`config.mk`:
```
export PLATFORM = sky130hd
export DESIGN_NAME = wgip_ctrl
export DESIGN_NICKNAME = d
export VERILOG_FILES = /design/src/rtl/core/wgip_pkg.sv /design/src/rtl/core/wgip_ctrl.sv
export SDC_FILE = /design/constraint.sdc
export NUM_CORES = 1
export LEC_CHECK = 0
export BUFFER_PORTS_ARGS = -buffer_cell sky130_fd_sc_hd__buf_2
export CELL_PAD_IN_SITES_DETAIL_PLACEMENT = 1
export CELL_PAD_IN_SITES_GLOBAL_PLACEMENT = 1
export CORE_MARGIN = 2
export CORE_UTILIZATION = 32
export CTS_BUF_LIST = sky130_fd_sc_hd__clkbuf_16
export CTS_CLUSTER_DIAMETER = 200
export DETAILED_ROUTE_END_ITERATION = 7
export GPL_ROUTABILITY_DRIVEN = 0
export MAX_ROUTING_LAYER = met4
export PLACE_DENSITY_LB_ADDON = 0.1
export RECOVER_POWER = 25
export REMOVE_ABC_BUFFERS = 1
export SETUP_SLACK_MARGIN = 0.2
export SKIP_LAST_GASP = 1
export SLEW_MARGIN = 20
export SYNTH_ARGS = -nofsm -noshare
export SYNTH_HDL_FRONTEND = slang
export SYNTH_SLANG_ARGS = --single-unit
export TNS_END_PERCENT = 100
```
`constraint.sdc`:
```
create_clock -name clk -period 2.3 [get_ports clk]
set_input_delay 0.575 -clock clk [delete_from_list [all_inputs] [get_ports clk]]
set_output_delay 0.575 -clock clk [all_outputs]
set_load 0.03 [all_outputs]
```
`src/rtl/core/wgip_pkg.sv`:
```
// Package with the types, constants and codes shared by the weighted group item picker.
`timescale 1ns / 1ps
`default_nettype none
package wgip_pkg;

  localparam int GROUP_COUNT       = 14;
  localparam int CENTER_GROUP      = 0;
  localparam int ENTRIES_PER_GROUP = 16;

  localparam int STORE_DEPTH = GROUP_COUNT * ENTRIES_PER_GROUP;
  localparam int ADDR_W      = $clog2(STORE_DEPTH);
  localparam int GRP_W       = 4;
  localparam int CNT_W       = $clog2(ENTRIES_PER_GROUP + 1);
  localparam int TOT_W       = 16 + CNT_W;
  localparam int DRAW_W      = TOT_W + 1;
  localparam int SCAN_W      = $clog2(GROUP_COUNT + 1);

  localparam logic [1:0] OP_ADD    = 2'd0;
  localparam logic [1:0] OP_PICK   = 2'd1;
  localparam logic [1:0] OP_CLEAR  = 2'd2;
  localparam logic [1:0] OP_UNUSED = 2'd3;

  localparam logic [1:0] ST_DONE    = 2'd0;
  localparam logic [1:0] ST_IGNORED = 2'd1;
  localparam logic [1:0] ST_NONE    = 2'd2;

  // Sources for the current group register.
  localparam logic [1:0] SRC_REQ    = 2'd0;
  localparam logic [1:0] SRC_CENTER = 2'd1;
  localparam logic [1:0] SRC_SCAN   = 2'd2;

  // Search phases of a pick.
  localparam logic [1:0] PH_REQ    = 2'd0;
  localparam logic [1:0] PH_CENTER = 2'd1;
  localparam logic [1:0] PH_SCAN   = 2'd2;

  typedef struct packed {
    logic [1:0]  operation;
    logic [3:0]  group_index;
    logic [15:0] item_code;
    logic [15:0] weight;
    logic [31:0] random_word;
  } in_beat_t;

  typedef struct packed {
    logic [15:0] picked_code;
    logic [1:0]  status;
  } out_beat_t;

  typedef enum logic [3:0] {
    S_IDLE,
    S_DECIDE,
    S_MOD_START,
    S_MOD_RUN,
    S_READ,
    S_WALK,
    S_NEXT,
    S_RESULT
  } state_t;

  // Commands from the controller to the datapath.
  typedef struct packed {
    logic load_in;
    logic do_add;
    logic do_clear;
    logic sel_group;      // load the current group register
    logic [1:0] grp_src;  // requested, centre or scan counter
    logic scan_inc;
    logic mod_start;
    logic mod_step;
    logic walk_start;
    logic walk_step;
    logic set_result;
    logic [1:0] res_status;
    logic take_pick;      // copy walk result into picked code
    logic load_out;       // move the finished result into the output register
  } cmd_t;

  typedef struct packed {
    logic [1:0] operation;
    logic add_ok;          // requested group in range and not full
    logic req_ok;          // requested group in range and its total weight nonzero
    logic center_ok;       // centre fallback permitted and centre total weight nonzero
    logic cur_ok;          // current group has entries and nonzero total weight
    logic scan_done;
    logic mod_done;
    logic walk_done;
    logic walk_hit;
    logic walk_nonzero;
  } stat_t;

endpackage
`default_nettype wire

```
`src/rtl/core/wgip_ctrl.sv`:
```
// Controller state machine sequencing add, clear and the pick search.
`timescale 1ns / 1ps
`default_nettype none
module wgip_ctrl (
  input  wire logic           clk,
  input  wire logic           rst_n,
  input  wire logic           in_valid,
  output logic                in_stall,
  output logic                out_valid,
  input  wire logic           out_stall,
  input  wgip_pkg::stat_t     stat,
  output wgip_pkg::cmd_t      cmd
);

  wgip_pkg::state_t state_r, state_nxt;
  logic [1:0] phase_r, phase_nxt;  // requested, centre or scan
  logic out_valid_r, out_valid_nxt;
  logic step_r, step_nxt;

  always_ff @(posedge clk) begin
    if (!rst_n) begin
      state_r     <= wgip_pkg::S_IDLE;
      phase_r     <= wgip_pkg::PH_REQ;
      out_valid_r <= 1'b0;
      step_r      <= 1'b0;
    end else begin
      state_r     <= state_nxt;
      phase_r     <= phase_nxt;
      out_valid_r <= out_valid_nxt;
      step_r      <= step_nxt;
    end
  end

  assign out_valid = out_valid_r;

  always_comb begin
    state_nxt     = state_r;
    phase_nxt     = phase_r;
    step_nxt      = step_r;
    out_valid_nxt = out_valid_r && out_stall;
    cmd           = '0;
    in_stall      = 1'b1;
    case (state_r)
      wgip_pkg::S_IDLE: begin
        in_stall = 1'b0;
        if (in_valid) begin
          cmd.load_in = 1'b1;
          state_nxt   = wgip_pkg::S_DECIDE;
        end
      end
      wgip_pkg::S_DECIDE: begin
        case (stat.operation)
          wgip_pkg::OP_ADD: begin
            cmd.do_add = 1'b1;
            cmd.set_result = 1'b1;
            cmd.res_status = stat.add_ok ? wgip_pkg::ST_DONE : wgip_pkg::ST_IGNORED;
            state_nxt = wgip_pkg::S_RESULT;
            phase_nxt = wgip_pkg::PH_REQ;
          end
          wgip_pkg::OP_PICK: begin
            cmd.sel_group = 1'b1;
            if (stat.req_ok) begin
              cmd.grp_src = wgip_pkg::SRC_REQ;
              phase_nxt   = wgip_pkg::PH_REQ;
              state_nxt   = wgip_pkg::S_MOD_START;
            end else if (stat.center_ok) begin
              cmd.grp_src = wgip_pkg::SRC_CENTER;
              phase_nxt   = wgip_pkg::PH_CENTER;
              state_nxt   = wgip_pkg::S_MOD_START;
            end else begin
              cmd.grp_src = wgip_pkg::SRC_SCAN;
              phase_nxt   = wgip_pkg::PH_SCAN;
              state_nxt   = wgip_pkg::S_NEXT;
            end
          end
          wgip_pkg::OP_CLEAR: begin
            cmd.do_clear = 1'b1;
            cmd.set_result = 1'b1;
            cmd.res_status = wgip_pkg::ST_DONE;
            state_nxt = wgip_pkg::S_RESULT;
            phase_nxt = wgip_pkg::PH_REQ;
          end
          default: begin
            cmd.set_result = 1'b1;
            cmd.res_status = wgip_pkg::ST_DONE;
            state_nxt = wgip_pkg::S_RESULT;
            phase_nxt = wgip_pkg::PH_REQ;
          end
        endcase
      end
      wgip_pkg::S_NEXT: begin
        // Scan phase: group register already holds the scan counter value.
        if (stat.scan_done) begin
          cmd.set_result = 1'b1;
          cmd.res_status = wgip_pkg::ST_NONE;
          state_nxt = wgip_pkg::S_RESULT;
        end else if (stat.cur_ok) begin
          state_nxt = wgip_pkg::S_MOD_START;
        end else begin
          cmd.scan_inc  = 1'b1;
          state_nxt     = wgip_pkg::S_READ;
        end
      end
      wgip_pkg::S_READ: begin
        // Reload the group register from the scan counter.
        cmd.sel_group = 1'b1;
        cmd.grp_src   = wgip_pkg::SRC_SCAN;
        state_nxt     = wgip_pkg::S_NEXT;
      end
      wgip_pkg::S_MOD_START: begin
        cmd.mod_start = 1'b1;
        state_nxt     = wgip_pkg::S_MOD_RUN;
      end
      wgip_pkg::S_MOD_RUN: begin
        if (stat.mod_done) begin
          cmd.walk_start = 1'b1;
          step_nxt       = 1'b0;
          state_nxt      = wgip_pkg::S_WALK;
        end else begin
          cmd.mod_step = 1'b1;
        end
      end
      wgip_pkg::S_WALK: begin
        // Memory read data is registered behind the entry index, so a toggle gates each step.
        if (stat.walk_done) begin
          if (phase_r == wgip_pkg::PH_REQ || stat.walk_nonzero) begin
            cmd.take_pick  = 1'b1;
            cmd.set_result = 1'b1;
            cmd.res_status = stat.walk_nonzero ? wgip_pkg::ST_DONE : wgip_pkg::ST_NONE;
            state_nxt = wgip_pkg::S_RESULT;
          end else begin
            cmd.sel_group = 1'b1;
            cmd.grp_src   = wgip_pkg::SRC_SCAN;
            if (phase_r == wgip_pkg::PH_SCAN) cmd.scan_inc = 1'b1;
            phase_nxt = wgip_pkg::PH_SCAN;
            state_nxt = wgip_pkg::S_READ;
          end
        end else begin
          cmd.walk_step = step_r;
          step_nxt      = !step_r;
        end
      end
      wgip_pkg::S_RESULT: begin
        if (!out_valid_r || !out_stall) begin
          cmd.load_out  = 1'b1;
          out_valid_nxt = 1'b1;
          state_nxt     = wgip_pkg::S_IDLE;
        end
      end
      default: state_nxt = wgip_pkg::S_IDLE;
    endcase
  end

endmodule
`default_nettype wire

```
Yosys cells after proc, flatten, opt, wreduce, memory -nomap -nowiden
Index checks and enable logic that the tools add are counted.
Widths: inputs -> output; s select.
{ "totals": {"regBits": 8, "out_inout_bits": 18} }
{ "op_classes": {"n_eq_ne": 16, "mux": 52, "n_reduce_logical": 14} }
{ "op_table": {"columns": ["operator", "n"], "rows": [
  ["$mux 4", 9],
  ["$pmux 4 s8", 1],
  ["$mux 1", 21],
  ["$mux 2", 9],
  ["$mux 3", 6],
  ["$pmux 3 s3", 2],
  ["$eq 4x3->1 const B", 4],
  ["$ne 2x2->1 const B", 6],
  ["$eq 4x2->1 const B", 2],
  ["$pmux 3 s2", 1],
  ["$reduce_and 3->1", 2],
  ["$eq 2x2->1 const B", 2],
  ["$eq 4x1->1 const B", 1],
  ["$logic_not 2->1", 2],
  ["$logic_not 4->1", 1],
  ["$pmux 1 s2", 2],
  ["$pmux 2 s2", 1],
  ["$reduce_and 4->1", 1],
  ["$reduce_bool 2->1", 2],
  ["$logic_not 1->1", 3],
  ["$eq 2x1->1 const B", 1],
  ["$logic_or 1x1->1", 2],
  ["$logic_and 1x1->1", 1]
]} }

Longest topological paths before layout
Gate-level depths: netlist (run 1).
{ "depth": {"ltp_word": 5, "depth_mapped": 5, "mapped_depth_nobuf": 4} }

Least setup slack after synthesis (run 1)
OpenSTA, ideal clock, no wires.
{ "synth_timing": {"kind": "register to output", "start": "register state_r[0]", "end": "output cmd[2] in the netlist's numbering", "arrival_ps": 1691, "t_required_ps": 1725, "setup_slack_ps": 34, "path_stages_with_launch": 3, "path_buffers": 0, "cell_sequence": "dfxtp_1 -> or3b_4 -> nor4_1"} }
{ "synth_lines": {"columns": ["item", "line", "rtl"], "rows": [
  ["start, declared", "wgip_ctrl.sv:15", "wgip_pkg::state_t state_r, state_nxt;"],
  ["start signal, assigned", "wgip_ctrl.sv:22", "state_r <= wgip_pkg::S_IDLE;"],
  ["start signal, assigned", "wgip_ctrl.sv:27", "state_r <= state_nxt;"],
  ["end, declared", "wgip_ctrl.sv:12", "output wgip_pkg::cmd_t cmd"]
]} }

==> results.ini, run 1 <==
[logic_synthesis]
syn_area_per_cell_um2=7.80
synth_cell_types=42
ys_ff_latch=7
syn_area_um2=624
yosys_warnings=0
ys_seq_area_share_pct=22.4
synthCells=80

[worst_setup_path]
cp.arrival_ps=1590
critPathSlowestCell=or3_4
crit_type=input port to output pin
worstPathRequired_ps=1730
cp_cell_sequence=buf_6 -> nand2b_4 -> or3_4 -> o31ai_4 -> buf_6
max_stage_delay_ps=380
crit_path_end_kind=output pin
crit_path_frequent_cell=buf_6
critPathLaunchType=input port
worst-path-max-fanout=2

[timing]
period_needed_ps=2160
max-slew-margin-rel_pct=76.2
final-hold-violation-count=0
rsz0062_at_grt=yes
fin_ws_ps=137
drv_slew=0
worst_pin_slew_ps=359
max_freq_ghz=0.462
fin_crit_sh_pct=94.1
finalSetupViolCount=0
skew_ps=1.74

[clock_network]
cts_buffers=3
clockBufferDepth=2
cts_tree=done
clkSlewWorstSetupHoldPaths_ps=40
cts_hold_buf=0
numClockSinks=7
cts_root_buffer=clkbuf_16
clk-insertion-delay-late_ps=230
htreeDepth=1

[detailed_routing]
wl_mm=2.31
vias_per_cell=5.25
vias=777
drtIter0Drc=14
routedWlPerCell_um=15.6
drc=0
ant_nets=0
drtPass1Iterations=3

[cells_and_area]
post_route_cells_drive_above_1_share_pct=55.3
fin_util_pct=59.8
area_delta_synth_final_pct=70.7
regArea_um2=149
multi_input_area_um2=507
layoutNonFillerInstCount=148
num_antenna_cells=0
fin_nets=139
fillers=216

[power]
internal_power_w=0.000698
seq_power_share_pct=18.9
pwr-share-clk_pct=23.5
p_per_area_nw_per_um2=1170
switching_share_pct=43.9
switchingPower_w=0.000545
vdd_ir_drop_max_mv=0.791
p_leak_nw=0.475
combPwrFrac_pct=57.7

[status]
status=completed

[floorplan]
dieArea_um2=2320
start_util_pct=35.0
chipWidth_um=48.2
pin_count=33
chipHeight_um=48.2
core_um2=1780
rows=15

[grt]
grt_max_degree=12
grt_pass1_wl_mm=3.27
grt.total_usage_pct=21.2
antenna_found_initial=0
grt_pass1_vias=747
overflow=0

[placement]
numPortBuffers=31
dp.cells=139
place_ws_ps=72.3
place_hpwl_mm=1.56

[run]
cap_violations=0

[worst_hold_path]
worstHoldPathType=flip-flop to flip-flop

layout by cell type (no fill, tap or decap), types with 4 or more instances in the layout:
cell and n:
nand2_1 4, o21ai_0 6, buf_4 15, nor2_1 4
nand3_1 4, dfxtp_1 4, buf_2 20, buf_6 6
flip-flops by register name, summed over array words and instances, names as in the netlist:
register / cells
state_r: 3
phase_r: 2
step_r: 1
out_valid: 1
worst max-delay path, delay by kind of cell:
family | cells | cell delay [ps]
AOI/OAI and AO/OA | 1 | 250
buffers and inverters | 2 | 250
and+or+nand+nor | 2 | 510
path summary, 6_finish.rpt:
kind,start,depth (start not counted),to,slack [ps]
worst max-delay path,stat[0],5,cmd[3],140
worst min-delay path,phase_r[0],2,phase_r[0],540
worst max register to register,state_r[2],4,state_r[1],780
worst min register to register,phase_r[0],2,phase_r[0],540
metrics by stage:
step / cell area [µm²] / setup TNS (ps) / total power, W / hold slack (ps)
floorplan: 604 / -138 / 0.000637 / 486
CTS: 998 / 0 / 0.00121 / 517
detailed placement: 836 / 0 / 0.000833 / 511
global placement: 836 / 0 / 0.000826 / 505
finish: 1070 / 0 / 0.00124 / 544
global route: 1070 / 0 / 0.00131 / 580
per-layer routing:
metal | vias to the layer above | track usage (%) | wire length [µm]
met5 | - | - | 0
met4 | 0 | 0 | 0
met3 | 0 | 5.56 | 80
met2 | 18 | 40.0 | 1290
met1 | 370 | 23.4 | 937
li1 | 389 | - | -
cell type report:
cell class / count / area share [%]
inverter: 4 / 1.53
sequential: 7 / 14.0
timing repair buffer: 42 / 26.6
multi-input combinational: 66 / 47.5
tap: 25 / 2.93
clock inverter: 1 / 0.352
clock buffer: 3 / 7.04
cell usage after synthesis:
master	number	share of area [%]
o31ai_1	1	1.2
buf_2	1	0.80
or2_1	1	1.0
o21ai_0	6	4.8
and2b_2	1	1.4
o21ai_2	1	1.4
or3b_4	1	1.8
nand2_2	1	1.0
o21a_1	1	1.2
o21ai_1	3	2.4
a21boi_1	1	1.2
nand4b_1	1	1.4
a31oi_1	1	1.0
and2b_1	1	1.2
dfxtp_1	7	22
a221oi_1	1	1.4
or3_1	1	1.0
o21bai_1	2	2.4
nand2b_1	3	3.0
nand3_1	5	4.0
or3b_1	1	1.4
nor3b_2	1	2.0
and2_1	1	1.0
nor4_1	1	1.0
nor3b_1	3	3.6
a211oi_2	2	4.0
a21oi_1	2	1.6
o311a_1	1	1.6
inv_1	3	1.8
o31ai_2	2	4.0
a21boi_0	1	1.2
or3_4	1	1.8
and3_1	2	2.0
nor3_1	3	2.4
o32ai_1	1	1.4
and3b_2	1	1.6
clkinv_2	1	0.80
nor2_1	4	2.4
nor2b_1	2	2.0
buf_4	2	2.4
o221ai_1	1	1.4
nand2_1	4	2.4
power groups by stage:
stage          sequential, W  clock (W)  combinational (W)
2_1_floorplan       0.000224          0           0.000413
3_3_place_gp        0.000226          0           0.000600
3_5_place_dp        0.000227          0           0.000607
4_1_cts             0.000227   0.000295           0.000684
5_1_grt             0.000241   0.000302           0.000770
6_report            0.000234   0.000292           0.000717
repair_timing:
item | in CTS | in global routing
hold endpoints to repair | 0 | 0
setup endpoints to repair | 10 | 8
gates resized for setup | 15 | 16
pin swaps | 4 | 3
cloned | 0 | 0
buffers inserted | 5 | 0
cell families (layout without fill, tap and decap cells):
group                  after synthesis  count (layout)  synth area share (%)
AND/OR/NAND/NOR                     39              39                  39.5
flip-flops                           7               7                  22.4
AO/OA/AOI/OAI                       27              27                  32.3
buffers and inverters                7              50                  5.81
No activity file was read; power rests on OpenSTA's default activity.
==> run 2: changes to the inputs <==
--- a/config.mk
+++ b/config.mk
@@ -8,6 +8,7 @@
 export BUFFER_PORTS_ARGS = -buffer_cell sky130_fd_sc_hd__buf_2
 export CELL_PAD_IN_SITES_DETAIL_PLACEMENT = 1
 export CELL_PAD_IN_SITES_GLOBAL_PLACEMENT = 1
+export CORE_ASPECT_RATIO = 1.4
 export CORE_MARGIN = 2
 export CORE_UTILIZATION = 32
 export CTS_BUF_LIST = sky130_fd_sc_hd__clkbuf_16
@@ -15,7 +16,7 @@
 export DETAILED_ROUTE_END_ITERATION = 7
 export GPL_ROUTABILITY_DRIVEN = 0
 export MAX_ROUTING_LAYER = met4
-export PLACE_DENSITY_LB_ADDON = 0.1
+export PLACE_DENSITY_LB_ADDON = 0.12
 export RECOVER_POWER = 25
 export REMOVE_ABC_BUFFERS = 1
 export SETUP_SLACK_MARGIN = 0.2
==> run 2 against run 1 <==
Net effect:
- global-route usage decreased by 1.8 points
- sequential share of layout area up 0.53 points
- non-clock buffer count decreased by 1
- via count shrank 1.4%
- routed wire length down 7.2%
- largest power group unchanged
==> results.ini, run 2 (synthesis gave the netlist of run 1 again) <==
[status]
status=completed

[grt]
grt_max_degree=11
grt_pass1_wl_mm=3.17
antenna_found_initial=0
overflow=0
grt.total_usage_pct=19.4
grt_pass1_vias=738

[placement]
numPortBuffers=31
placed_cell_area_um2=837
place_hpwl_mm=1.54

[power]
vdd_ir_drop_max_mv=0.855
p_per_area_nw_per_um2=1190
combPwrFrac_pct=57.3
pwr-share-clk_pct=24.0
internal_power_w=0.000684
seq_power_share_pct=18.7
p_leak_nw=0.464
switching_share_pct=43.6
switchingPower_w=0.000528

[floorplan]
dieArea_um2=2330
pin_count=33
core_um2=1800
start_util_pct=34.7
chipHeight_um=56.3
chipWidth_um=41.3
rows=18

[clock_network]
htreeDepth=1
cts_tree=done
cts_root_buffer=clkbuf_16
clkSlewWorstSetupHoldPaths_ps=40
cts_hold_buf=0
numClockSinks=7
clk-insertion-delay-late_ps=230
cts_buffers=3
clockBufferDepth=2

[detailed_routing]
ant_nets=0
vias_per_cell=5.39
vias=766
wl_mm=2.15
drc=0
drtPass1Iterations=4
routedWlPerCell_um=15.1
drtIter0Drc=11

[run]
cap_violations=0

[cells_and_area]
area_delta_synth_final_pct=63.1
final_common_cell=buf_2
regMostFlops=state_r
reg.largest.list=state_r (3), phase_r (2)
largest_reg_flops=3
post_route_cells_drive_above_1_share_pct=50.0
fin_area_um2=1020
final_cell_mix=buf_2, buf_4, o21ai_0, buf_6, dfxtp_1
fin_nets=138
fin_util_pct=56.5
num_antenna_cells=0

[worst_setup_path]
crit_type=flip-flop to output pin
critPathLaunchType=flip-flop
worst-path-max-fanout=8
max_stage_delay_ps=390
cp.arrival_ps=1660
cp_cell_sequence=buf_6 -> buf_4 -> nor3b_1 -> nand2_1 -> o21ai_1 -> buf_2
worstPathRequired_ps=1730
crit_path_end_kind=output pin
critPathSlowestCell=dfxtp_1

[timing]
final-hold-violation-count=0
period_needed_ps=2230
skew_ps=4.91
max_freq_ghz=0.447
rsz0062_at_grt=yes
fin_crit_sh_pct=97.2
drv_slew=0
finalSetupViolCount=0
max-slew-margin-rel_pct=76.0
worst_pin_slew_ps=359

[worst_hold_path]
worstHoldPathType=flip-flop to flip-flop

[run 2: path summary, 6_finish.rpt]
check              from    endpoint  slack (ps)  depth (start not counted)
min reg2reg      step_r      step_r         540                          2
min              step_r      step_r         540                          2
max reg2reg  state_r[0]  state_r[1]         790                          4
max          state_r[1]      cmd[9]          70                          6
[run 2: power by group through the flow]
stage | registers [W] | logic [W] | clock network, W
floorplan | 0.000224 | 0.000413 | 0
global placement | 0.000219 | 0.000618 | 0
detailed placement | 0.000219 | 0.000625 | 0
CTS | 0.000224 | 0.000659 | 0.000297
global route | 0.000231 | 0.000747 | 0.000301
finish | 0.000226 | 0.000694 | 0.000291
[run 2: routing by layer]
layer | vias up | part of all wire, % | GRT usage (%)
met5 | - | 0 | -
met4 | 0 | 0.84 | 2.76
met3 | 2 | 5.1 | 5.93
met2 | 25 | 55 | 31.9
met1 | 355 | 39 | 22.8
li1 | 384 | - | -
[run 2: cell type report]
type / count / area (µm²)
fill: 231 / 783
multi-input combinational: 66 / 480
timing repair buffer: 41 / 270
sequential: 7 / 148
clock buffer: 3 / 75.1
tap: 20 / 25.0
inverter: 4 / 16.3
clock inverter: 1 / 3.75
[run 2: stage by stage]
stage	worst slack (ps)	setup TNS, ps	std cells	hold WS, ps	total power [W]
6_report	65.2	0	142	536	0.00121
5_1_grt	-42.3	-42.3	142	567	0.00128
4_1_cts	171	0	140	533	0.00118
3_5_place_dp	78.8	0	135	528	0.000844
3_3_place_gp	81.2	0	135	515	0.000836
2_1_floorplan	-138	-138	77	486	0.000637
[run 2: critical path: cells and delay by family (launching register included)]
family,cells,cell delay (ps)
AO/OA/AOI/OAI,1,100
AND/OR/NAND/NOR,2,440
buffers and inverters,3,490
flip-flops,1,390
[run 2: what timing repair did]
item,4_1_cts,5_1_grt
pin swaps,5,4
endpoints found under the setup margin,9,7
hold endpoints to repair,0,0
buffers inserted,1,2
resized for setup,16,11
gates cloned,0,0
